File: config.mk
export PLATFORM = sky130hd
export DESIGN_NAME = connection_id_table_match
export DESIGN_NICKNAME = d
export VERILOG_FILES = /design/src/rtl/cidm_pkg.sv /design/src/rtl/cidm_cmp.sv /design/src/rtl/cidm_store.sv /design/src/rtl/connection_id_table_match.sv
export VERILOG_INCLUDE_DIRS = /design/src /design/src/rtl
export SDC_FILE = /design/constraint.sdc
export NUM_CORES = 2
export LEC_CHECK = 0
export BUFFER_PORTS_ARGS = -buffer_cell sky130_fd_sc_hd__buf_2
export CORE_UTILIZATION = 29
export DETAILED_ROUTE_END_ITERATION = 12
export PLACE_DENSITY = 0.47
export SLEW_MARGIN = 20
export SYNTH_ARGS = -nofsm -noshare
export SYNTH_HDL_FRONTEND = slang
export SYNTH_SLANG_ARGS = --single-unit
File: constraint.sdc
create_clock -name clk -period 17.6 [get_ports clk]
set_input_delay 3.52 -clock clk [delete_from_list [all_inputs] [get_ports clk]]
set_output_delay 3.52 -clock clk [all_outputs]
set_load 0.05 [all_outputs]
File: src/rtl/connection_id_table_match_macros.svh
// Assertion macros shared by the connection ID table RTL.
`ifndef CONNECTION_ID_TABLE_MATCH_MACROS_SVH
`define CONNECTION_ID_TABLE_MATCH_MACROS_SVH

// Same-cycle implication, sampled on clk, off while rst_n is low.
`define CIDM_ASSERT_IMP(lbl, ante, cons, msg) \
  lbl: assert property (@(posedge clk) disable iff (!rst_n) (ante) |-> (cons)) \
    else $error(msg);

// Next-cycle implication, sampled on clk, off while rst_n is low.
`define CIDM_ASSERT_NXT(lbl, ante, cons, msg) \
  lbl: assert property (@(posedge clk) disable iff (!rst_n) (ante) |=> (cons)) \
    else $error(msg);

`endif

File: src/rtl/cidm_pkg.sv
// Shared types and constants for the connection ID table match block.
package cidm_pkg;

  // Field widths fixed by the item format
  localparam int LEN_W      = 5;
  localparam int HDR_BYTES  = 20;
  localparam int HDR_W      = 8 * HDR_BYTES;
  localparam int IN_DATA_W  = 176;
  localparam int IN_USER_W  = 3;
  localparam int OUT_DATA_W = 8;

  // Short header bits of the first byte
  localparam int HDR_FORM_BIT  = 7;
  localparam int HDR_FIXED_BIT = 6;

  // Command and table select codes
  localparam logic CMD_INSERT = 1'b0;
  localparam logic CMD_LOOKUP = 1'b1;
  localparam logic TAB_PEER   = 1'b0;
  localparam logic TAB_OWN    = 1'b1;

  // Result status codes
  typedef enum logic [2:0] {
    ST_LOOKUP   = 3'd0,
    ST_INSERTED = 3'd1,
    ST_PRESENT  = 3'd2,
    ST_TOO_LONG = 3'd3,
    ST_FULL     = 3'd4
  } cidm_status_t;

  // Table memory control from the sequencer
  typedef struct packed {
    logic rd_en;
    logic wr_en;
    logic tab;
  } cidm_mem_ctl_t;

endpackage

File: src/rtl/cidm_cmp.sv
// Shared entry compare unit: masked byte compare of a stored ID against the key.
module cidm_cmp #(
  parameter int ID_MAX_BYTES = 20
) (
  input  logic [cidm_pkg::LEN_W+8*ID_MAX_BYTES-1:0] ent,
  input  logic [8*ID_MAX_BYTES-1:0]                 key,
  input  logic [cidm_pkg::LEN_W-1:0]                key_len,
  input  logic                                      exact,
  output logic                                      hit
);
  import cidm_pkg::*;

  logic [LEN_W-1:0]          ent_len;
  logic [8*ID_MAX_BYTES-1:0] ent_bytes;
  logic                      bytes_eq;

  assign ent_len   = ent[LEN_W+8*ID_MAX_BYTES-1 -: LEN_W];
  assign ent_bytes = ent[8*ID_MAX_BYTES-1:0];

  // bytes below the stored length must agree
  always_comb begin
    bytes_eq = 1'b1;
    for (int i = 0; i < ID_MAX_BYTES; i++) begin
      if ((LEN_W'(i) < ent_len) && (ent_bytes[8*i +: 8] != key[8*i +: 8])) begin
        bytes_eq = 1'b0;
      end
    end
  end

  // insert needs equal length too, lookup is a prefix test
  assign hit = exact ? ((ent_len == key_len) && bytes_eq) : bytes_eq;

endmodule

File: src/rtl/cidm_store.sv
// Own and peer ID table memories with their entry counts.
module cidm_store #(
  parameter int  TABLE_DEPTH  = 8,
  parameter int  ID_MAX_BYTES = 20,
  localparam int IDX_W = (TABLE_DEPTH > 1) ? $clog2(TABLE_DEPTH) : 1,
  localparam int CNT_W = $clog2(TABLE_DEPTH + 1),
  localparam int ENT_W = cidm_pkg::LEN_W + 8 * ID_MAX_BYTES
) (
  input  logic                    clk,
  input  logic                    rst_n,
  input  cidm_pkg::cidm_mem_ctl_t ctl,
  input  logic [IDX_W-1:0]        rd_addr,
  input  logic [ENT_W-1:0]        wr_ent,
  output logic [ENT_W-1:0]        rd_ent,
  output logic [CNT_W-1:0]        own_cnt,
  output logic [CNT_W-1:0]        peer_cnt
);
  import cidm_pkg::*;

  logic [ENT_W-1:0] own_mem  [TABLE_DEPTH];
  logic [ENT_W-1:0] peer_mem [TABLE_DEPTH];
  logic [ENT_W-1:0] own_q_r;
  logic [ENT_W-1:0] peer_q_r;
  logic             rd_sel_r;
  logic [CNT_W-1:0] own_cnt_r,  own_cnt_nxt;
  logic [CNT_W-1:0] peer_cnt_r, peer_cnt_nxt;

  // own table: append at count, registered read
  always_ff @(posedge clk) begin
    if (ctl.wr_en && (ctl.tab == TAB_OWN)) begin
      own_mem[own_cnt_r[IDX_W-1:0]] <= wr_ent;
    end
    if (ctl.rd_en) begin
      own_q_r <= own_mem[rd_addr];
    end
  end

  // peer table: append at count, registered read
  always_ff @(posedge clk) begin
    if (ctl.wr_en && (ctl.tab == TAB_PEER)) begin
      peer_mem[peer_cnt_r[IDX_W-1:0]] <= wr_ent;
    end
    if (ctl.rd_en) begin
      peer_q_r <= peer_mem[rd_addr];
    end
  end

  // read data select follows the table of the read
  always_ff @(posedge clk) begin
    if (ctl.rd_en) begin
      rd_sel_r <= ctl.tab;
    end
  end

  assign rd_ent = (rd_sel_r == TAB_OWN) ? own_q_r : peer_q_r;

  // entry counts
  always_comb begin
    own_cnt_nxt  = own_cnt_r;
    peer_cnt_nxt = peer_cnt_r;
    if (ctl.wr_en) begin
      if (ctl.tab == TAB_OWN) begin
        own_cnt_nxt = own_cnt_r + 1'b1;
      end else begin
        peer_cnt_nxt = peer_cnt_r + 1'b1;
      end
    end
  end

  always_ff @(posedge clk) begin
    if (!rst_n) begin
      own_cnt_r  <= '0;
      peer_cnt_r <= '0;
    end else begin
      own_cnt_r  <= own_cnt_nxt;
      peer_cnt_r <= peer_cnt_nxt;
    end
  end

  assign own_cnt  = own_cnt_r;
  assign peer_cnt = peer_cnt_r;

`include "connection_id_table_match_macros.svh"

  `CIDM_ASSERT_IMP(a_wr_room, ctl.wr_en, ((ctl.tab == TAB_OWN) ? own_cnt_r : peer_cnt_r) < CNT_W'(TABLE_DEPTH), "write into a full table")
  `CIDM_ASSERT_IMP(a_rd_in_use, ctl.rd_en, CNT_W'(rd_addr) < ((ctl.tab == TAB_OWN) ? own_cnt_r : peer_cnt_r), "read beyond entries in use")
  `CIDM_ASSERT_NXT(a_own_bump, ctl.wr_en && (ctl.tab == TAB_OWN), own_cnt_r == CNT_W'($past(own_cnt_r) + 1'b1), "own count not bumped by write")

endmodule

File: src/rtl/connection_id_table_match.sv
// Top level: sequencer walking the ID tables through the shared compare unit.
//
//  channel | direction | handshake            | payload
//  in_     | slave     | in_tvalid/in_tready  | in_tdata 176b, in_tuser 3b
//  out_    | master    | out_tvalid/out_tready| out_tdata 8b
//  cfg_    | slave     | cfg_valid/cfg_ready  | cfg_data 1b (train_mode)
//
// Flow: an item is accepted, then the walk reads one table entry per cycle through the
//   registered memory read and the compare unit, stopping early on a hit (a send in
//   training mode may walk both tables); then the result is posted.
//   Too long inserts, long headers and sends with an empty peer table skip the walk.
// Reset clears the entry counts, train_mode and control; table memories are not cleared.
// The result sits in an output register; a new item is accepted while it waits, but
//   that item's result is held until the output register is free.
module connection_id_table_match #(
  parameter int  TABLE_DEPTH  = 8,
  parameter int  ID_MAX_BYTES = 20,
  localparam int IDX_W = (TABLE_DEPTH > 1) ? $clog2(TABLE_DEPTH) : 1,
  localparam int CNT_W = $clog2(TABLE_DEPTH + 1),
  localparam int KEY_W = 8 * ID_MAX_BYTES,
  localparam int ENT_W = cidm_pkg::LEN_W + KEY_W
) (
  input  logic                            clk,
  input  logic                            rst_n,
  // in_tdata: id_len[4:0], first_byte[12:5], id_bytes_hi[76:13],
  //           id_bytes_mid[140:77], id_bytes_lo[172:141], zero pad
  input  logic [cidm_pkg::IN_DATA_W-1:0]  in_tdata,
  // in_tuser: cmd[0], table_sel[1], is_recv[2]
  input  logic [cidm_pkg::IN_USER_W-1:0]  in_tuser,
  input  logic                            in_tvalid,
  output logic                            in_tready,
  // out_tdata: matched[0], status[3:1], zero pad
  output logic [cidm_pkg::OUT_DATA_W-1:0] out_tdata,
  output logic                            out_tvalid,
  input  logic                            out_tready,
  input  logic                            cfg_data,
  input  logic                            cfg_valid,
  output logic                            cfg_ready
);
  import cidm_pkg::*;

  typedef enum logic [2:0] {
    S_IDLE = 3'b001,
    S_WALK = 3'b010,
    S_DONE = 3'b100
  } state_t;

  state_t           state_r, state_nxt;
  logic             cmd_r, cmd_nxt;
  logic             tab_r, tab_nxt;
  logic             recv_r, recv_nxt;
  logic [KEY_W-1:0] key_r, key_nxt;
  logic [LEN_W-1:0] key_len_r, key_len_nxt;
  logic [CNT_W-1:0] rd_idx_r, rd_idx_nxt;
  logic             pend_r, pend_nxt;
  logic             res_match_r, res_match_nxt;
  cidm_status_t     res_status_r, res_status_nxt;
  logic             out_valid_r, out_valid_nxt;
  logic             out_match_r, out_match_nxt;
  cidm_status_t     out_status_r, out_status_nxt;
  logic             train_r;

  logic [LEN_W-1:0] in_id_len;
  logic [7:0]       in_first;
  logic [HDR_W-1:0] in_hdr;
  logic             in_cmd, in_tab, in_recv;
  logic             in_acc;
  logic             short_hdr;

  cidm_mem_ctl_t    ctl;
  logic [ENT_W-1:0] rd_ent;
  logic [CNT_W-1:0] own_cnt, peer_cnt, cur_cnt;
  logic             issue, hit, cmp_hit, tab_end, tab_full;

  // unpack the input transaction
  assign in_id_len = in_tdata[4:0];
  assign in_first  = in_tdata[12:5];
  assign in_hdr    = {in_tdata[76:13], in_tdata[140:77], in_tdata[172:141]};
  assign in_cmd    = in_tuser[0];
  assign in_tab    = in_tuser[1];
  assign in_recv   = in_tuser[2];

  // no transaction is taken while reset is held
  assign in_tready = rst_n && (state_r == S_IDLE);
  assign in_acc    = in_tvalid && in_tready;
  assign short_hdr = !in_first[HDR_FORM_BIT] && in_first[HDR_FIXED_BIT];

  // key byte i sits at bits [8*i +: 8]
  always_comb begin
    key_nxt = key_r;
    if (in_acc) begin
      for (int i = 0; i < ID_MAX_BYTES; i++) begin
        key_nxt[8*i +: 8] = in_hdr[HDR_W-1-8*i -: 8];
      end
    end
  end

  // walk status
  assign cur_cnt  = (tab_r == TAB_OWN) ? own_cnt : peer_cnt;
  assign issue    = (rd_idx_r < cur_cnt);
  assign hit      = pend_r && cmp_hit;
  assign tab_end  = hit || (!issue && !pend_r);
  assign tab_full = (cur_cnt == CNT_W'(TABLE_DEPTH));

  // sequencer
  always_comb begin
    state_nxt      = state_r;
    cmd_nxt        = cmd_r;
    tab_nxt        = tab_r;
    recv_nxt       = recv_r;
    key_len_nxt    = key_len_r;
    rd_idx_nxt     = rd_idx_r;
    pend_nxt       = pend_r;
    res_match_nxt  = res_match_r;
    res_status_nxt = res_status_r;
    out_valid_nxt  = out_valid_r && !out_tready;
    out_match_nxt  = out_match_r;
    out_status_nxt = out_status_r;
    ctl            = '0;
    ctl.tab        = tab_r;

    case (state_r)
      S_IDLE: begin
        if (in_acc) begin
          cmd_nxt        = in_cmd;
          recv_nxt       = in_recv;
          key_len_nxt    = in_id_len;
          rd_idx_nxt     = '0;
          pend_nxt       = 1'b0;
          res_match_nxt  = 1'b0;
          res_status_nxt = ST_LOOKUP;
          if (in_cmd == CMD_INSERT) begin
            tab_nxt = in_tab;
            if (in_id_len > LEN_W'(ID_MAX_BYTES)) begin
              res_status_nxt = ST_TOO_LONG;
              state_nxt      = S_DONE;
            end else begin
              state_nxt = S_WALK;
            end
          end else if (!short_hdr) begin
            state_nxt = S_DONE;
          end else if (in_recv) begin
            tab_nxt   = TAB_OWN;
            state_nxt = S_WALK;
          end else if (peer_cnt == '0) begin
            state_nxt = S_DONE;
          end else begin
            tab_nxt   = TAB_PEER;
            state_nxt = S_WALK;
          end
        end
      end

      S_WALK: begin
        // read one entry ahead, compare the one read last cycle
        ctl.rd_en = issue && !hit;
        if (issue) begin
          rd_idx_nxt = rd_idx_r + 1'b1;
        end
        pend_nxt = issue;
        if (tab_end) begin
          if (cmd_r == CMD_INSERT) begin
            state_nxt = S_DONE;
            if (hit) begin
              res_status_nxt = ST_PRESENT;
            end else if (tab_full) begin
              res_status_nxt = ST_FULL;
            end else begin
              ctl.wr_en      = 1'b1;
              res_status_nxt = ST_INSERTED;
            end
          end else if (hit) begin
            res_match_nxt = 1'b1;
            state_nxt     = S_DONE;
          end else if (!recv_r && (tab_r == TAB_PEER) && train_r) begin
            // training mode: send lookups fall back to the own table
            tab_nxt    = TAB_OWN;
            rd_idx_nxt = '0;
            pend_nxt   = 1'b0;
          end else begin
            state_nxt = S_DONE;
          end
        end
      end

      S_DONE: begin
        if (!out_valid_r || out_tready) begin
          out_valid_nxt  = 1'b1;
          out_match_nxt  = res_match_r;
          out_status_nxt = res_status_r;
          state_nxt      = S_IDLE;
        end
      end

      default: begin
        state_nxt = S_IDLE;
      end
    endcase
  end

  // control registers
  always_ff @(posedge clk) begin
    if (!rst_n) begin
      state_r     <= S_IDLE;
      pend_r      <= 1'b0;
      out_valid_r <= 1'b0;
      train_r     <= 1'b0;
    end else begin
      state_r     <= state_nxt;
      pend_r      <= pend_nxt;
      out_valid_r <= out_valid_nxt;
      if (cfg_valid && cfg_ready) begin
        train_r <= cfg_data;
      end
    end
  end

  // payload registers
  always_ff @(posedge clk) begin
    cmd_r        <= cmd_nxt;
    tab_r        <= tab_nxt;
    recv_r       <= recv_nxt;
    key_r        <= key_nxt;
    key_len_r    <= key_len_nxt;
    rd_idx_r     <= rd_idx_nxt;
    res_match_r  <= res_match_nxt;
    res_status_r <= res_status_nxt;
    out_match_r  <= out_match_nxt;
    out_status_r <= out_status_nxt;
  end

  assign cfg_ready  = rst_n;
  assign out_tvalid = out_valid_r;
  assign out_tdata  = {4'b0000, out_status_r, out_match_r};

  cidm_store #(
    .TABLE_DEPTH  (TABLE_DEPTH),
    .ID_MAX_BYTES (ID_MAX_BYTES)
  ) u_store (
    .clk      (clk),
    .rst_n    (rst_n),
    .ctl      (ctl),
    .rd_addr  (rd_idx_r[IDX_W-1:0]),
    .wr_ent   ({key_len_r, key_r}),
    .rd_ent   (rd_ent),
    .own_cnt  (own_cnt),
    .peer_cnt (peer_cnt)
  );

  cidm_cmp #(
    .ID_MAX_BYTES (ID_MAX_BYTES)
  ) u_cmp (
    .ent     (rd_ent),
    .key     (key_r),
    .key_len (key_len_r),
    .exact   (cmd_r == CMD_INSERT),
    .hit     (cmp_hit)
  );

`include "connection_id_table_match_macros.svh"

  `CIDM_ASSERT_NXT(a_acc_busy, in_tvalid && in_tready, state_r != S_IDLE, "accepted item left no work")
  `CIDM_ASSERT_IMP(a_insert_nomatch, out_tvalid && (out_status_r != ST_LOOKUP), !out_match_r, "insert result flagged as match")
  `CIDM_ASSERT_NXT(a_wr_then_done, ctl.wr_en, state_r == S_DONE, "table write not followed by result")

endmodule
* Yosys cells after proc, flatten, opt, wreduce, memory -nomap -nowiden *
Memory sizes are Yosys's and may differ from the RTL's. A register that Yosys moved wholly into a read port is not among the register bits.
Index checks and enable logic that the tools add are counted.

word-level totals
  output and inout bits = 11
  flip-flop bits (word level) = 195
  memories = 2
  memory bits (writable) = 2,640

operators by class
  reductions and logical operators = 53
  order comparisons = 22
  bitwise gates (word level) = 1
  eq/ne operators = 36
  $add $sub $neg = 3
  muxes and demuxes = 81

memory list
  memory            depth  width  read ports  clocked after memory_dff  write ports  RTL line          RTL
  u_store.own_mem   8      165    1           1                         1            cidm_store.sv:20  logic [ENT_W-1:0] own_mem [TABLE_DEPTH];
  u_store.peer_mem  8      165    1           1                         1            cidm_store.sv:21  logic [ENT_W-1:0] peer_mem [TABLE_DEPTH];

operator list
  operator               count
  $mux W165              1
  $ne A8 B8 Y1           20
  $mux W1                48
  $mux W3                16
  $lt A4 B5 Y1 const A   8
  $logic_and A1 B1 Y1    33
  $mux W4                7
  $lt A3 B5 Y1 const A   4
  $lt A5 B5 Y1 const A   4
  $ne A2 B2 Y1 const B   8
  $add A4 B1 Y4 const B  3
  $lt A1 B5 Y1 const A   2
  $lt A2 B5 Y1 const A   2
  $reduce_and A2 Y1      5
  $pmux W3 S3            1
  $ne A4 B4 Y1 const B   2
  $pmux W4 S2            1
  $reduce_and A4 Y1      2
  $reduce_and A8 Y1      1
  $logic_not A1 Y1       7
  $mux W2                3
  $pmux W1 S2            3
  $pmux W3 S2            1
  $eq A5 B5 Y1           1
  other kinds (12)       13

* Depth between registers and ports, before layout *
  word-level depth = 33
  gate-level depth with buffers = 12
  depth with buffers taken out = 9

* Hierarchy *
From an unflattened synthesis, not the netlist that was laid out.

second synthesis, totals
  cells, all modules = 4,945
  area, all modules = 119,583.4 sq um

by module, submodules not included
  module                     seq. area each (sq um)  times used  area an instance (sq um)  cells each
  cidm_store                 89,375.7                1           111,242.9                 4,387
  connection_id_table_match  5,525.3                 1           6,212.2                   291
  cidm_cmp                   0.0                     1           2,128.3                   267

* Least setup slack after synthesis *
Ideal clock, no wire load.

  path type = register to register
  start point = reg tab_r
  end point = mem u_store.peer_mem[0][0] in the netlist's numbering (enable)
  data arrival time = 13.271 ns
  path buffers = 1
  cell stages (with the launch flop) = 10
  clock period less this slack = 14.162 ns
  path slack = 3.438 ns
  cells stage by stage = edfxtp_1 buf_2 mux2i_1 ha_1 o21a_1 o21a_1 o21ai_0 a2111oi_2 nand2_1 nor3_1

between the ends
  cells in the longest elaborated chain, start to end = 10
  elaborated cells between the ends (all ways) = 15
  those cells by class = 1 x order compare; 1 x eq/ne; 8 x mux; 1 x bitwise; 4 x reduce/logical

RTL lines
  what                                            RTL line                                                            RTL
  from (decl)                                     connection_id_table_match.sv:50                                     logic tab_r, tab_nxt;
  from (signal assigned)                          connection_id_table_match.sv:221                                    tab_r <= tab_nxt;
  $mux W4                                         connection_id_table_match.sv:99                                     assign cur_cnt = (tab_r == TAB_OWN) ? own_cnt : peer_cnt;
  $lt A4 B4 Y1 or $eq A4 B4 Y1 (tied branches)    connection_id_table_match.sv:100, connection_id_table_match.sv:103
  $logic_not A1 Y1 or $mux W1 (tied branches)     connection_id_table_match.sv:102, connection_id_table_match.sv:166
  $logic_and A1 B1 Y1 or $mux W1 (tied branches)  connection_id_table_match.sv:102, connection_id_table_match.sv:164
  $logic_or A1 B1 Y1 or $mux W1 (tied branches)   connection_id_table_match.sv:102, connection_id_table_match.sv:162
  $mux W1                                         connection_id_table_match.sv:161                                    if (tab_end) begin
  $mux W2                                         connection_id_table_match.sv:122                                    case (state_r)
  $logic_and A1 B1 Y1 (*)                         cidm_store.sv:40                                                    if (ctl.wr_en && (ctl.tab == TAB_PEER)) begin
  $mux W1 (*)                                     cidm_store.sv:40
  $mux W1 (not written as such) (*)               cidm_store.sv:41                                                    peer_mem[peer_cnt_r[IDX_W-1:0]] <= wr_ent;
  to (decl)                                       cidm_store.sv:21

Every way passes the cells marked *; elsewhere a longest branch is shown, timed or not.

* Final worst setup path *
  start point = in rst_n
  end point = out in_tready

between the ends
  cells in the longest elaborated chain, start to end = 1

RTL lines
  what                 RTL line                         RTL
  from (decl)          connection_id_table_match.sv:24  input logic rst_n,
  $logic_and A1 B1 Y1  connection_id_table_match.sv:84  assign in_tready = rst_n && (state_r == S_IDLE);
  to (decl)            connection_id_table_match.sv:31  output logic in_tready,

No other way between the ends.

==> qor.yml <==
fin_ws_ns: 9.26
synth_compound_area_share_pct: 0.312
vdd_drop_max_mv: 0.0760
overflow: 0
slew_violations: 0
path_common_cell: "buf_2"
ant_nets: 0
slew_headroom_pct: 24.6
htree_num_levels: 5
post-place-ws_ns: 9.27
multiInputGateArea_sq_um: 23300
intPower_mw: 12.5
synth_top_family_by_area: "multiplexers"
num_rows: 234
timing.hold.ws_ns: 0.424
drt_wl_total_um: 293000
rsz0062_at_grt: "no"
synth_cell_types: 49
globalplace.congestion: 0.699
drive_above_1_share_pct: 31.8
netlist_top_cells_area: "edfxtp_1 80%, mux4_2 12%, mux2_2 3.2%, mux2i_1 1.4%, xnor2_1 1.0%"
max_stage_delay_ns: 0.44
cts_buffer_depth: 4
core_sq_um: 407000
synth_area_sq_um: 119000
synth_mux_area_share_pct: 17.1
cts_hold_buf: 0
wl_per_cell_um: 26.4
first_pass_iters: 5
p_clk_share_pct: 44.2
dr_total_vias: 52100
viasPerCell: 4.70
worstPathCellList: "buf_2, nand2b_1, nor2b_1, buf_2"
max_freq_ghz: 0.120
clock_sinks: 3165
ys_warn_count: 0
cp-startpoint: "rst_n"
setup_viol: 0
use_met2_pct: 23.7
nFillCells: 37900
seqPwrFrac_pct: 53.2
grt_antenna_before_repair: 33
clk_pin_slew_worst_paths_ns: 0.06
grt_start_max_net_pins: 143
critical_path_class: "input pin to output pin"
grt_pass1_vias: 56700
fin_nets: 5580
tritoncts: "done"
start_util_pct: 29.2
die_y_um: 643
setup_tns_ns: 0
post_cts_buffers: 0
numPortBuffers: 182
dieArea_sq_um: 413000
r2r_start: "u_store.rd_sel_r"
numPlacedInstances: 10500
gr-usage-met3_pct: 2.28
status: "completed"
grt_use_met1_pct: 18.8
min_period_over_period_pct: 47.4
endpoint_kind: "output pin"
sw_frac_of_total_pct: 20.8
synth_top_area_share_pct: 79.5
hold_viol: 0
synth_fa_ha_area_share_pct: 0.0736
synth_ff_type: "edfxtp_1"
path_max_fanout: 16
yosysSeqAreaShare_pct: 79.8
fin_skew_ns: 0.105
post_cts_resize_count: 0
grtUsageTotal_pct: 14.0
yosys.area.top_type: "edfxtp_1"
async_flop_share_pct: 0
synthTopCellsByCount: "3151 x edfxtp_1, 660 x mux4_2, 335 x mux2_2"
place_hpwl_um: 146000
root_buffer: "clkbuf_16"
synthXorXnorAreaFrac_pct: 1.27
pwr-share-comb_pct: 2.6
yosys.area_share.simple_pct: 0.681
busiest_layer: "met2"
synth_most_common_cell: "edfxtp_1"
netlist_instances: 4945
drc: 0
worst_hold_startpoint: "res_status_r[2]"
clkLatencyLatePin_ns: 0.95
power_density_nw_per_um2: 114
instances_no_fill: 11100
syn_avg_cell_area_sq_um: 24.1
arrival_ns: 4.82
p_switching_mw: 3.27
required_ns: 14.08
regArea_sq_um: 94900
area_growth_pct: 15.9
leakagePower_nw: 42.4
cap_violations: 0
grt_pass1_wl_um: 418000
num_io_pins: 196
hold_class: "flop to flop"
cts_buffers: 354
synth-edff-count: 3151
min_period_ns: 8.34
crit_path_start_kind: "input pin"
die_w_um: 643
ys_seq_elements: 3165
worst_pin_slew_ns: 1.13
first_iter_violations: 3991
crit_slowest_cell: "nor2b_1"
==> kinds of logic after synthesis <==
kind of cell    Yosys count
compound gates           56
fa+ha+maj                 7
simple gates            149
flops                  3165
xor+xnor                173
mux                    1165
buf+inv                 229
other cells               1
==> state kept, by name (all words and copies together) (netlist names), 3 cells and up <==
name              flops
u_store.peer_cnt      4
u_store.own_cnt       4
res_status_r          3
u_store.own_mem    1320
out_status_r          3
u_store.peer_q_r    165
state_r               3
rd_idx_r              4
u_store.peer_mem   1320
key_len_r             5
u_store.own_q_r     165
key_r               160
==> per-stage QoR <==
step | total power, mW | util (%) | area, sq um
after global placement | 8.97 | 31.2 | 127000
after detailed placement | 8.97 | 31.2 | 127000
after global routing | 16.3 | 33.9 | 138000
after CTS | 16.0 | 33.9 | 138000
after floorplan | 8.80 | - | 119000
final | 15.8 | 33.9 | 138000
==> critical path: cells and delay by family <==
family,cells,cell delay [ns]
buffers and inverters,2,0.69
and+or+nand+nor,2,0.58
==> per-layer routing <==
layer  wire (um)  part of all wire [%]
met3       12900                   4.4
met5          32                 0.011
met4        6580                   2.2
met1      129000                    44
met2      145000                    49
==> final cells by class <==
class	count	area share, %
clock inverters	180	1.13
multi-input cells	1554	16.9
clock buffers	444	6.74
diodes	5	0.00907
inverters	11	0.0408
repair buffers	302	1.45
flip-flops and latches	3165	68.8
well taps	5428	4.92
==> cells in the final DEF (no fill, tap or decap), types with 5 or more instances in the layout <==
master,instances
a21oi_1,17
and2_1,6
buf_12,13
buf_2,182
buf_4,105
bufinv_16,16
clkbuf_1,83
clkbuf_16,356
clkbuf_8,5
clkinv_1,69
clkinv_2,57
clkinv_8,8
clkinvlp_4,7
dfxtp_1,14
diode_2,5
edfxtp_1,3151
ha_1,7
inv_1,9
inv_16,6
inv_6,10
mux2_2,335
mux2i_1,170
mux4_2,660
nand2_1,26
nand2b_1,11
nand3_1,6
nand4_1,13
nor2_1,17
nor2_4,10
nor2b_1,9
nor3_1,5
nor4_1,26
nor4_2,8
o21ai_0,9
xnor2_1,136
xor2_1,37
==> final timing paths <==
kind         slack (ns)                    to  cells past startpoint
max                9.26             in_tready                      4
min                0.42       out_status_r[2]                      0
max reg2reg        9.74  u_store.peer_q_r[69]                     14
min reg2reg        0.42       out_status_r[2]                      0
==> power by group through the flow <==
stage | clock network, mW | registers (mW) | logic [mW]
6_report | 6.97 | 8.39 | 0.407
5_1_grt | 7.46 | 8.40 | 0.442
4_1_cts | 7.18 | 8.39 | 0.425
3_5_place_dp | 0 | 8.55 | 0.423
3_3_place_gp | 0 | 8.54 | 0.423
2_1_floorplan | 0 | 8.52 | 0.283
No activity file was read; power rests on OpenSTA's default activity.
